## src/delta_list_task_scheduler_macros.svh

```systemverilog
// Assertion macros for the delta list task scheduler.
// Used by the top level; expects clk_i and rst_ni in scope.
`ifndef DELTA_LIST_TASK_SCHEDULER_MACROS_SVH
`define DELTA_LIST_TASK_SCHEDULER_MACROS_SVH

// same-cycle implication
`define DLTS_ASSERT_IMP(name, ante, cons, msg) \
  name: assert property (@(posedge clk_i) disable iff (!rst_ni) (ante) |-> (cons)) \
    else $error(msg);

// next-cycle implication
`define DLTS_ASSERT_NEXT(name, ante, cons, msg) \
  name: assert property (@(posedge clk_i) disable iff (!rst_ni) (ante) |=> (cons)) \
    else $error(msg);

`endif

```

## src/dlts_pkg.sv

```systemverilog
// Package for the delta list task scheduler: types, codes, stream widths
// and the microcode table. No dependencies.
`default_nettype none

package dlts_pkg;

  localparam int unsigned MAX_TASKS_DEF = 16;

  localparam int unsigned TAG_W       = 8;
  localparam int unsigned TICK_W      = 32;
  localparam int unsigned QCNT_W      = 5;
  localparam int unsigned IN_TDATA_W  = 72;
  localparam int unsigned IN_TUSER_W  = 2;
  localparam int unsigned OUT_TDATA_W = 16;
  localparam int unsigned UPC_W       = 4;

  typedef logic [UPC_W-1:0] upc_t;

  typedef enum logic [1:0] {
    OP_ADD      = 2'd0,
    OP_TICK     = 2'd1,
    OP_DISPATCH = 2'd2
  } opcode_e;

  typedef struct packed {
    logic [TICK_W-1:0] period;
    logic [TICK_W-1:0] delta;
    logic [TAG_W-1:0]  tag;
  } entry_t;

  typedef enum logic [2:0] {
    DP_NOP,
    DP_ADD_INIT,
    DP_INS_STEP,
    DP_INS_DONE,
    DP_TICK,
    DP_POP,
    DP_NEW_HEAD,
    DP_RESULT
  } dp_op_e;

  typedef enum logic [1:0] {
    RA_HEAD,
    RA_HEAD1,
    RA_K1
  } ra_sel_e;

  typedef enum logic [2:0] {
    JM_NEXT,
    JM_GOTO,
    JM_IF,
    JM_WAIT,
    JM_DECODE
  } jmp_e;

  typedef enum logic [2:0] {
    C_NONE,
    C_FULL,
    C_EMPTY,
    C_NOT_SERVE,
    C_MORE,
    C_NO_PERIOD,
    C_OUT_BUSY
  } cond_e;

  typedef struct packed {
    dp_op_e  op;
    ra_sel_e ra;
    jmp_e    jm;
    cond_e   cond;
    upc_t    target;
  } ucode_t;

  typedef struct packed {
    logic full;
    logic empty;
    logic not_serve;
    logic more;
    logic no_period;
    logic out_busy;
  } status_t;

  // microcode addresses
  localparam upc_t U_FETCH     = 4'd0;
  localparam upc_t U_ADD_CHK   = 4'd1;
  localparam upc_t U_ADD_GO    = 4'd2;
  localparam upc_t U_INS_LOOP  = 4'd3;
  localparam upc_t U_INS_DONE  = 4'd4;
  localparam upc_t U_TICK_CHK  = 4'd5;
  localparam upc_t U_TICK_WR   = 4'd6;
  localparam upc_t U_DSP_CHK   = 4'd7;
  localparam upc_t U_DSP_POP   = 4'd8;
  localparam upc_t U_DSP_NEW   = 4'd9;
  localparam upc_t U_DSP_REINS = 4'd10;
  localparam upc_t U_OUT       = 4'd11;

  function automatic ucode_t ucode_rom(input upc_t addr);
    ucode_t w;
    w = '{op: DP_NOP, ra: RA_HEAD, jm: JM_GOTO, cond: C_NONE, target: U_FETCH};
    unique case (addr)
      U_FETCH: begin
        w.jm = JM_DECODE;
      end
      U_ADD_CHK: begin
        w.jm = JM_IF; w.cond = C_FULL; w.target = U_OUT;
      end
      U_ADD_GO: begin
        w.op = DP_ADD_INIT; w.jm = JM_NEXT;
      end
      U_INS_LOOP: begin
        w.op = DP_INS_STEP; w.ra = RA_K1;
        w.jm = JM_IF; w.cond = C_MORE; w.target = U_INS_LOOP;
      end
      U_INS_DONE: begin
        w.op = DP_INS_DONE; w.target = U_OUT;
      end
      U_TICK_CHK: begin
        w.jm = JM_IF; w.cond = C_EMPTY; w.target = U_OUT;
      end
      U_TICK_WR: begin
        w.op = DP_TICK; w.target = U_OUT;
      end
      U_DSP_CHK: begin
        w.jm = JM_IF; w.cond = C_NOT_SERVE; w.target = U_OUT;
      end
      U_DSP_POP: begin
        w.op = DP_POP; w.ra = RA_HEAD1; w.jm = JM_NEXT;
      end
      U_DSP_NEW: begin
        w.op = DP_NEW_HEAD; w.jm = JM_IF; w.cond = C_NO_PERIOD; w.target = U_OUT;
      end
      U_DSP_REINS: begin
        w.target = U_INS_LOOP;
      end
      U_OUT: begin
        w.op = DP_RESULT; w.jm = JM_WAIT; w.cond = C_OUT_BUSY; w.target = U_FETCH;
      end
      default: ;
    endcase
    return w;
  endfunction

endpackage

`default_nettype wire

```

## src/delta_list_task_scheduler.sv

```systemverilog
// Delta list task scheduler, top level: microcode sequencer plus datapath.
// Depends on dlts_pkg, dlts_seq, dlts_dp, delta_list_task_scheduler_macros.svh.
//
//  port group  dir   tdata / tuser contents (low bit first)
//  s_axis      in    tuser: opcode[1:0]; tdata: tag, delay, period
//  m_axis      out   tdata: add_accepted, run_valid, run_tag, queue_count, head_ready
//
// One item at a time. In an add, the insert walk reads and rewrites one
// queue RAM entry per cycle; a dispatch of a periodic task reinserts it
// with the same walk after the pop. The result register frees the input
// side; a stalled m_axis holds the sequencer in its output step. No
// clearing pass after reset.
`default_nettype none
`include "delta_list_task_scheduler_macros.svh"

module delta_list_task_scheduler #(
  parameter int unsigned MAX_TASKS = dlts_pkg::MAX_TASKS_DEF
) (
  input  wire logic                                clk_i,
  input  wire logic                                rst_ni,
  input  wire logic                                s_axis_tvalid,
  output logic                                     s_axis_tready,
  // tdata: task_tag[7:0], delay_ticks[39:8], period_ticks[71:40]
  input  wire logic [dlts_pkg::IN_TDATA_W-1:0]     s_axis_tdata,
  // tuser: opcode[1:0]
  input  wire logic [dlts_pkg::IN_TUSER_W-1:0]     s_axis_tuser,
  output logic                                     m_axis_tvalid,
  input  wire logic                                m_axis_tready,
  // tdata: add_accepted[0], run_valid[1], run_tag[9:2], queue_count[14:10],
  //        head_ready[15]
  output logic [dlts_pkg::OUT_TDATA_W-1:0]         m_axis_tdata
);

  import dlts_pkg::*;

  ucode_t  ctrl;
  status_t status;
  logic    in_accept;

  assign in_accept = s_axis_tvalid && s_axis_tready;

  dlts_seq u_seq (
    .clk_i      (clk_i),
    .rst_ni     (rst_ni),
    .in_valid_i (s_axis_tvalid),
    .opcode_i   (s_axis_tuser),
    .status_i   (status),
    .ctrl_o     (ctrl),
    .in_ready_o (s_axis_tready)
  );

  dlts_dp #(
    .MAX_TASKS (MAX_TASKS)
  ) u_dp (
    .clk_i       (clk_i),
    .rst_ni      (rst_ni),
    .in_accept_i (in_accept),
    .in_tag_i    (s_axis_tdata[TAG_W-1:0]),
    .in_delay_i  (s_axis_tdata[TAG_W+TICK_W-1:TAG_W]),
    .in_period_i (s_axis_tdata[TAG_W+2*TICK_W-1:TAG_W+TICK_W]),
    .ctrl_i      (ctrl),
    .status_o    (status),
    .m_tvalid_o  (m_axis_tvalid),
    .m_tready_i  (m_axis_tready),
    .m_tdata_o   (m_axis_tdata)
  );

  `DLTS_ASSERT_NEXT(a_one_item, in_accept, !s_axis_tready, "input taken while busy")
  `DLTS_ASSERT_IMP(a_full_empty, 1'b1, !(status.full && status.empty), "queue full and empty")
  `DLTS_ASSERT_IMP(a_flags, m_axis_tvalid, !(m_axis_tdata[0] && m_axis_tdata[1]), "add and run set")

endmodule

`default_nettype wire

```

## src/dlts_ram.sv

```systemverilog
// Generic simple dual-port RAM, one write and one registered read port.
// No dependencies.
`default_nettype none

module dlts_ram #(
  parameter int unsigned WIDTH = 8,
  parameter int unsigned DEPTH = 16
) (
  input  wire logic                     clk_i,
  input  wire logic                     we_i,
  input  wire logic [$clog2(DEPTH)-1:0] waddr_i,
  input  wire logic [WIDTH-1:0]         wdata_i,
  input  wire logic [$clog2(DEPTH)-1:0] raddr_i,
  output logic      [WIDTH-1:0]         rdata_o
);

  logic [WIDTH-1:0] mem_q [DEPTH];

  always_ff @(posedge clk_i) begin
    if (we_i) begin
      mem_q[waddr_i] <= wdata_i;
    end
    rdata_o <= mem_q[raddr_i];
  end

endmodule

`default_nettype wire

```

## src/dlts_seq.sv

```systemverilog
// Microcode sequencer: step counter, control table lookup, jump logic.
// Depends on dlts_pkg.
`default_nettype none

module dlts_seq (
  input  wire logic              clk_i,
  input  wire logic              rst_ni,
  input  wire logic              in_valid_i,
  input  wire logic [1:0]        opcode_i,
  input  wire dlts_pkg::status_t status_i,
  output dlts_pkg::ucode_t       ctrl_o,
  output logic                   in_ready_o
);

  import dlts_pkg::*;

  upc_t   upc_q, upc_d;
  ucode_t uw;
  logic   cond_hit;

  assign uw = ucode_rom(upc_q);

  always_comb begin
    unique case (uw.cond)
      C_NONE:      cond_hit = 1'b0;
      C_FULL:      cond_hit = status_i.full;
      C_EMPTY:     cond_hit = status_i.empty;
      C_NOT_SERVE: cond_hit = status_i.not_serve;
      C_MORE:      cond_hit = status_i.more;
      C_NO_PERIOD: cond_hit = status_i.no_period;
      C_OUT_BUSY:  cond_hit = status_i.out_busy;
      default:     cond_hit = 1'b0;
    endcase
  end

  // next step
  always_comb begin
    upc_d = upc_q + UPC_W'(1);
    unique case (uw.jm)
      JM_NEXT: upc_d = upc_q + UPC_W'(1);
      JM_GOTO: upc_d = uw.target;
      JM_IF:   upc_d = cond_hit ? uw.target : upc_q + UPC_W'(1);
      JM_WAIT: upc_d = cond_hit ? upc_q : uw.target;
      JM_DECODE: begin
        if (!in_valid_i) begin
          upc_d = upc_q;
        end else begin
          unique case (opcode_e'(opcode_i))
            OP_ADD:      upc_d = U_ADD_CHK;
            OP_TICK:     upc_d = U_TICK_CHK;
            OP_DISPATCH: upc_d = U_DSP_CHK;
            default:     upc_d = U_OUT;
          endcase
        end
      end
      default: upc_d = U_FETCH;
    endcase
  end

  // outputs
  always_comb begin
    ctrl_o     = uw;
    in_ready_o = (uw.jm == JM_DECODE);
  end

  always_ff @(posedge clk_i or negedge rst_ni) begin
    if (!rst_ni) begin
      upc_q <= U_FETCH;
    end else begin
      upc_q <= upc_d;
    end
  end

endmodule

`default_nettype wire

```

## src/dlts_dp.sv

```systemverilog
// Datapath: queue RAM (circular, head pointer), insert walk registers,
// head ready flag and the result register. Depends on dlts_pkg, dlts_ram.
`default_nettype none

module dlts_dp #(
  parameter int unsigned MAX_TASKS = dlts_pkg::MAX_TASKS_DEF
) (
  input  wire logic                               clk_i,
  input  wire logic                               rst_ni,
  input  wire logic                               in_accept_i,
  input  wire logic [dlts_pkg::TAG_W-1:0]         in_tag_i,
  input  wire logic [dlts_pkg::TICK_W-1:0]        in_delay_i,
  input  wire logic [dlts_pkg::TICK_W-1:0]        in_period_i,
  input  wire dlts_pkg::ucode_t                   ctrl_i,
  output dlts_pkg::status_t                       status_o,
  output logic                                    m_tvalid_o,
  input  wire logic                               m_tready_i,
  output logic [dlts_pkg::OUT_TDATA_W-1:0]        m_tdata_o
);

  import dlts_pkg::*;

  localparam int unsigned IDX_W = $clog2(MAX_TASKS);
  localparam int unsigned CNT_W = $clog2(MAX_TASKS + 1);
  localparam logic [IDX_W:0] SUM_ONE = (IDX_W+1)'(1);
  localparam logic [IDX_W:0] SUM_LIM = (IDX_W+1)'(MAX_TASKS);

  typedef logic [IDX_W-1:0] idx_t;
  typedef logic [CNT_W-1:0] cnt_t;

  function automatic idx_t wrap_slot(input logic [IDX_W:0] sum);
    if (sum >= SUM_LIM) begin
      return IDX_W'(sum - SUM_LIM);
    end
    return IDX_W'(sum);
  endfunction

  idx_t  head_q, head_d, k_q, k_d;
  cnt_t  count_q, count_d;
  logic  placed_q, placed_d, hready_q, hready_d;
  logic  out_valid_q, out_valid_d;
  logic  [OUT_TDATA_W-1:0] out_data_q, out_data_d;
  logic  [TAG_W-1:0]  ins_tag_q, ins_tag_d, run_tag_q, run_tag_d;
  logic  [TICK_W-1:0] ins_delay_q, ins_delay_d, ins_period_q, ins_period_d;
  logic  [TICK_W-1:0] delta_dec;
  entry_t carry_q, carry_d, rd, wdata;
  logic  add_acc_q, add_acc_d, run_valid_q, run_valid_d;
  logic  we, at_end, out_busy, head_flag;
  idx_t  waddr, raddr, slot_k, slot_k1, slot_h1;
  logic  [$bits(entry_t)-1:0] ram_rdata;

  dlts_ram #(
    .WIDTH ($bits(entry_t)),
    .DEPTH (MAX_TASKS)
  ) u_ram (
    .clk_i   (clk_i),
    .we_i    (we),
    .waddr_i (waddr),
    .wdata_i (wdata),
    .raddr_i (raddr),
    .rdata_o (ram_rdata)
  );

  assign rd        = entry_t'(ram_rdata);
  assign at_end    = (cnt_t'(k_q) == count_q);
  assign slot_k    = wrap_slot({1'b0, head_q} + {1'b0, k_q});
  assign slot_k1   = wrap_slot({1'b0, head_q} + {1'b0, k_q} + SUM_ONE);
  assign slot_h1   = wrap_slot({1'b0, head_q} + SUM_ONE);
  assign delta_dec = (rd.delta == '0) ? '0 : rd.delta - TICK_W'(1);
  assign out_busy  = out_valid_q && !m_tready_i;
  assign head_flag = (count_q != '0) && hready_q;

  always_comb begin
    unique case (ctrl_i.ra)
      RA_HEAD:  raddr = head_q;
      RA_HEAD1: raddr = slot_h1;
      RA_K1:    raddr = slot_k1;
      default:  raddr = head_q;
    endcase
  end

  always_comb begin
    status_o.full      = (count_q == CNT_W'(MAX_TASKS));
    status_o.empty     = (count_q == '0);
    status_o.not_serve = (count_q == '0) || !hready_q;
    status_o.more      = !at_end;
    status_o.no_period = (ins_period_q == '0);
    status_o.out_busy  = out_busy;
  end

  always_comb begin
    head_d       = head_q;
    k_d          = k_q;
    count_d      = count_q;
    placed_d     = placed_q;
    hready_d     = hready_q;
    ins_tag_d    = ins_tag_q;
    ins_delay_d  = ins_delay_q;
    ins_period_d = ins_period_q;
    carry_d      = carry_q;
    add_acc_d    = add_acc_q;
    run_valid_d  = run_valid_q;
    run_tag_d    = run_tag_q;
    out_valid_d  = out_valid_q;
    out_data_d   = out_data_q;
    we           = 1'b0;
    waddr        = slot_k;
    wdata        = carry_q;

    if (in_accept_i) begin
      ins_tag_d    = in_tag_i;
      ins_delay_d  = in_delay_i;
      ins_period_d = in_period_i;
      add_acc_d    = 1'b0;
      run_valid_d  = 1'b0;
      run_tag_d    = '0;
    end

    if (m_tready_i) begin
      out_valid_d = 1'b0;
    end

    unique case (ctrl_i.op)
      DP_NOP: ;
      DP_ADD_INIT: begin
        k_d       = '0;
        placed_d  = 1'b0;
        add_acc_d = 1'b1;
      end
      DP_INS_STEP: begin
        k_d = k_q + IDX_W'(1);
        if (placed_q) begin
          // ripple: previous entry moves up one slot
          we      = 1'b1;
          carry_d = rd;
        end else if (at_end || ins_delay_q <= rd.delta) begin
          we       = 1'b1;
          wdata    = '{period: ins_period_q, delta: ins_delay_q, tag: ins_tag_q};
          placed_d = 1'b1;
          carry_d  = '{period: rd.period, delta: rd.delta - ins_delay_q, tag: rd.tag};
          if (k_q == '0) begin
            hready_d = 1'b0;
          end
        end else begin
          ins_delay_d = ins_delay_q - rd.delta;
        end
      end
      DP_INS_DONE: begin
        count_d = count_q + CNT_W'(1);
      end
      DP_TICK: begin
        we       = 1'b1;
        waddr    = head_q;
        wdata    = '{period: rd.period, delta: delta_dec, tag: rd.tag};
        hready_d = (delta_dec == '0);
      end
      DP_POP: begin
        run_valid_d  = 1'b1;
        run_tag_d    = rd.tag;
        ins_tag_d    = rd.tag;
        ins_delay_d  = rd.period;
        ins_period_d = rd.period;
        head_d       = slot_h1;
        count_d      = count_q - CNT_W'(1);
      end
      DP_NEW_HEAD: begin
        hready_d = (count_q != '0) && (rd.delta == '0);
        k_d      = '0;
        placed_d = 1'b0;
      end
      DP_RESULT: begin
        if (!out_busy) begin
          out_valid_d = 1'b1;
          out_data_d  = {head_flag, QCNT_W'(count_q), run_tag_q, run_valid_q, add_acc_q};
        end
      end
      default: ;
    endcase
  end

  always_ff @(posedge clk_i or negedge rst_ni) begin
    if (!rst_ni) begin
      head_q      <= '0;
      k_q         <= '0;
      count_q     <= '0;
      placed_q    <= 1'b0;
      hready_q    <= 1'b0;
      out_valid_q <= 1'b0;
    end else begin
      head_q      <= head_d;
      k_q         <= k_d;
      count_q     <= count_d;
      placed_q    <= placed_d;
      hready_q    <= hready_d;
      out_valid_q <= out_valid_d;
    end
  end

  always_ff @(posedge clk_i) begin
    ins_tag_q    <= ins_tag_d;
    ins_delay_q  <= ins_delay_d;
    ins_period_q <= ins_period_d;
    carry_q      <= carry_d;
    add_acc_q    <= add_acc_d;
    run_valid_q  <= run_valid_d;
    run_tag_q    <= run_tag_d;
    out_data_q   <= out_data_d;
  end

  assign m_tvalid_o = out_valid_q;
  assign m_tdata_o  = out_data_q;

endmodule

`default_nettype wire

```

## config.mk

```make
export PLATFORM = sky130hd
export DESIGN_NAME = delta_list_task_scheduler
export DESIGN_NICKNAME = d
export VERILOG_FILES = /design/src/dlts_pkg.sv /design/src/delta_list_task_scheduler.sv /design/src/dlts_ram.sv /design/src/dlts_seq.sv /design/src/dlts_dp.sv
export VERILOG_INCLUDE_DIRS = /design/src /design/src/src
export SDC_FILE = /design/constraint.sdc
export NUM_CORES = 2
export LEC_CHECK = 0
export BUFFER_PORTS_ARGS = -buffer_cell sky130_fd_sc_hd__buf_4
export CAP_MARGIN = 20
export CORE_MARGIN = 2
export CORE_UTILIZATION = 30
export DETAILED_ROUTE_END_ITERATION = 10
export MAX_ROUTING_LAYER = met4
export RECOVER_POWER = 25
export SLEW_MARGIN = 20
export SYNTH_ARGS = -nofsm -noshare
export SYNTH_HDL_FRONTEND = slang
export SYNTH_SLANG_ARGS = --single-unit
```

## constraint.sdc

```tcl
create_clock -name clk_i -period 12.6 [get_ports clk_i]
set_input_delay 2.52 -clock clk_i [delete_from_list [all_inputs] [get_ports clk_i]]
set_output_delay 2.52 -clock clk_i [all_outputs]
set_load 0.02 [all_outputs]
```

==> flow_summary.json <==
{
  "finalClockSkew_ns": 0.0340,
  "worst_slew_pin_slew_ns": 3.87,
  "clkTransAtPathRegs_ns": 0.06,
  "p_clk_frac": 0.245,
  "drc_errors": 0,
  "die_w_um": 449,
  "grt_pass1_vias": 32100,
  "cts_setup_buffers": 0,
  "slew_violations": 484,
  "switching_share": 0.368,
  "internal_power_mw": 11.4,
  "synth_cell_type_count": 90,
  "synth-edff-count": 1288,
  "finalNonFillerCells": 6298,
  "clk_latency_ns": 0.80,
  "cts_buffers": 149,
  "holdCritPathClass": "flip-flop to flip-flop",
  "synth_cells": 3406,
  "clock.fmax_mhz": 124,
  "power.switching_mw": 6.62,
  "pre_cts_ws_ns": 6.50,
  "ant_nets": 0,
  "synthArstFlopShare": 0.0141,
  "worstReg2RegStart": "u_dp.placed_q",
  "crit_required_ns": 12.81,
  "cts_tree": "yes",
  "violations": "capacitance limit, slew limit",
  "grt_pass1_wl_mm": 240,
  "antenna_found_initial": 11,
  "seq_area_um2": 41300,
  "rsz0062_at_grt": "false",
  "placed_cells": 6020,
  "start_util": 0.301,
  "syn_area_um2": 59300,
  "multi_input_comb_area_um2": 16900,
  "drive_gt1_frac": 0.185,
  "clock-sinks": 1414,
  "cp-endpoint": "u_dp.u_ram.mem_q[5][20]",
  "period_needed_ns": 8.04,
  "yosysWarnings": 0,
  "nFillCells": 18600,
  "port_buffers": 95,
  "synth-seq-area-share": 0.697,
  "cp_max_fo": 68,
  "nets": 3697,
  "syn_nets": 3571,
  "power_frac_comb": 0.395,
  "syn_to_final_growth_pct": 14.6,
  "seq_power_share": 0.361,
  "r2r_end": "u_dp.u_ram.mem_q[5][20]",
  "vias": 32300,
  "hold_viol": 0,
  "startpoint": "u_dp.placed_q",
  "yosys_register_bits": 1414,
  "wire_per_inst_um": 26.7,
  "rows": 163,
  "fp.coreArea_um2": 197000,
  "tns_ns": 0,
  "cts_htree_levels": 4,
  "root_buffer": "clkbuf_16",
  "pwr_density_cell_nw_per_um2": 265,
  "r2r_slack_ns": 4.56,
  "synth_top_flop_cell": "edfxtp_1",
  "r2r.worst_path.cells": 5,
  "status": "complete, but fails checks",
  "fin_ws_ns": 4.56,
  "dp_hpwl_mm": 106,
  "cts_hold_buffers": 0,
  "place.gp.congestion": 0.951,
  "cp-end-kind": "flip-flop",
  "slew_headroom": -1.58,
  "cts_resized": 0,
  "num_io_pins": 96,
  "clockBufferDepth": 3,
  "die_h_um": 449,
  "drv_cap": 12,
  "overflow": 0,
  "crit_path_start_kind": "flip-flop",
  "syn_avg_cell_area_um2": 17.4,
  "grt_max_degree": 96,
  "die-area_um2": 201000,
  "drt-initial-drc-count": 3245,
  "viasPerCell": 5.14,
  "peakVddDrop_mv": 0.197,
  "firstDrtPassIters": 5,
  "setup_viol": 0,
  "wl_mm": 168,
  "fin_crit_sh": 0.638,
  "p_leak_nw": 22.8,
  "critPathArrivalTime_ns": 8.26,
  "path_class": "flip-flop to flip-flop",
  "grt_usage": 0.168
}
## routing by layer
metal | global-route usage | up-vias | part of all wire
met2 | 0.275 | 1130 | 0.50
met1 | 0.216 | 17200 | 0.42
met4 | 0.0524 | 0 | 0.031
met3 | 0.0240 | 229 | 0.053
li1 | - | 13800 | -
met5 | - | - | 0
## cell usage in the layout (no fill, tap or decap), types with 43 or more instances in the layout
| master | netlist | routed |
|---|---|---|
| a21o_1 | 78 | 78 |
| a21oi_1 | 80 | 79 |
| a22o_1 | 43 | 43 |
| buf_4 | 7 | 114 |
| clkbuf_1 | 53 | 68 |
| clkbuf_16 | 0 | 151 |
| dfxtp_1 | 106 | 106 |
| edfxtp_1 | 1288 | 1288 |
| ha_1 | 83 | 83 |
| inv_1 | 105 | 106 |
| mux2i_1 | 251 | 250 |
| mux4_2 | 288 | 288 |
| nand2_1 | 243 | 242 |
| nor2_1 | 97 | 81 |
| o21ai_0 | 81 | 82 |
| xnor2_1 | 71 | 71 |
## logic make-up (layout without fill, tap and decap cells)
family / Yosys count / in the layout / share of synthesized area
AND/OR/NAND/NOR: 514 / 514 / 0.0409
other: 0 / 2 / 0
AO/OA/AOI/OAI: 462 / 462 / 0.0557
buffers and inverters: 288 / 538 / 0.0209
adder cells (fa/ha/maj): 87 / 87 / 0.0189
XOR/XNOR: 101 / 101 / 0.0149
multiplexers: 540 / 540 / 0.152
flip-flops: 1414 / 1414 / 0.697
## cell type report
| cell class | instances | area share |
|---|---|---|
| Antenna cell | 2 | 0.0000737 |
| Clock buffer | 193 | 0.0594 |
| Clock inverter | 82 | 0.0127 |
| Inverter | 107 | 0.00591 |
| Multi-Input combinational cell | 1704 | 0.249 |
| Sequential cell | 1414 | 0.608 |
| Tap cell | 2640 | 0.0486 |
| Timing Repair Buffer | 156 | 0.0163 |
## critical path, stage by stage, from the launching register on
cell and delay, ns:
dfrtp_1 0.46, clkbuf_1 1.22, nor2_1 0.69, o211a_1 1.17, clkbuf_1 2.65, o221ai_2 1.22
## flip-flops by register name, summed over array words and instances, names as in the netlist, 4 cells and up
register / flops
u_dp.u_ram.mem_q: 1152
u_dp.carry_q: 72
u_dp.u_ram.rdata_o: 72
u_dp.ins_delay_q: 32
u_dp.ins_period_q: 32
u_dp.m_tdata_o: 16
u_dp.ins_tag_q: 8
u_dp.run_tag_q: 8
u_dp.count_q: 5
u_dp.head_q: 4
u_dp.k_q: 4
u_seq.upc_q: 4
## worst min-delay path by stage
| stage | startpoint | endpoint | slack (ns) | cells after the start |
|---|---|---|---|---|
| floorplan | u_dp.run_tag_q[0] | u_dp.m_tdata_o[2] | 0.40 | 0 |
| global placement | u_dp.run_tag_q[0] | u_dp.m_tdata_o[2] | 0.41 | 0 |
| detailed placement | u_dp.run_tag_q[2] | u_dp.m_tdata_o[4] | 0.41 | 0 |
| CTS | u_dp.run_tag_q[2] | u_dp.m_tdata_o[4] | 0.42 | 0 |
| global route | u_dp.run_tag_q[2] | u_dp.m_tdata_o[4] | 0.44 | 0 |
| finish | u_dp.run_tag_q[2] | u_dp.m_tdata_o[4] | 0.42 | 0 |
## synthesized netlist by cell type, types with 8 or more instances
cell type | n | area share
a211oi_1 | 8 | 0.0010
a21o_1 | 78 | 0.0099
a21oi_1 | 80 | 0.0068
a221o_1 | 18 | 0.0030
a22o_1 | 43 | 0.0064
and2_1 | 14 | 0.0015
and3_1 | 8 | 0.00084
buf_1 | 30 | 0.0019
buf_2 | 88 | 0.0074
clkbuf_1 | 53 | 0.0034
dfrtp_1 | 20 | 0.0084
dfxtp_1 | 106 | 0.036
edfxtp_1 | 1288 | 0.65
ha_1 | 83 | 0.018
inv_1 | 105 | 0.0066
mux2i_1 | 251 | 0.042
mux4_2 | 288 | 0.11
nand2_1 | 243 | 0.015
nand2b_1 | 9 | 0.00095
nand3_1 | 30 | 0.0025
nand4_1 | 18 | 0.0019
nor2_1 | 97 | 0.0061
nor2b_1 | 9 | 0.00095
nor3_1 | 22 | 0.0019
nor4_1 | 20 | 0.0021
o211ai_1 | 19 | 0.0024
o21a_1 | 13 | 0.0016
o21ai_0 | 81 | 0.0068
o21bai_1 | 10 | 0.0013
o221ai_1 | 38 | 0.0056
or3_1 | 8 | 0.00084
xnor2_1 | 71 | 0.010
xor2_1 | 30 | 0.0044
## stage by stage
| step | util | total power [mW] | cell area [µm²] | hold WS (ns) |
|---|---|---|---|---|
| 2_1_floorplan | - | 11.3 | 59300 | 0.400 |
| 4_1_cts | 0.346 | 18.1 | 68100 | 0.421 |
| 3_3_place_gp | 0.321 | 13.7 | 63200 | 0.412 |
| 3_5_place_dp | 0.321 | 13.7 | 63200 | 0.406 |
| 6_report | 0.345 | 18.0 | 67900 | 0.419 |
| 5_1_grt | 0.345 | 18.8 | 67900 | 0.437 |
## power by group through the flow
stage / Clock, mW / Combinational, mW / Sequential [mW]
2_1_floorplan: 0 / 4.99 / 6.34
3_3_place_gp: 0 / 7.11 / 6.55
5_1_grt: 4.67 / 7.62 / 6.53
4_1_cts: 4.48 / 7.15 / 6.47
3_5_place_dp: 0 / 7.12 / 6.56
6_report: 4.40 / 7.11 / 6.49
Power figures use the tool's default switching activity.
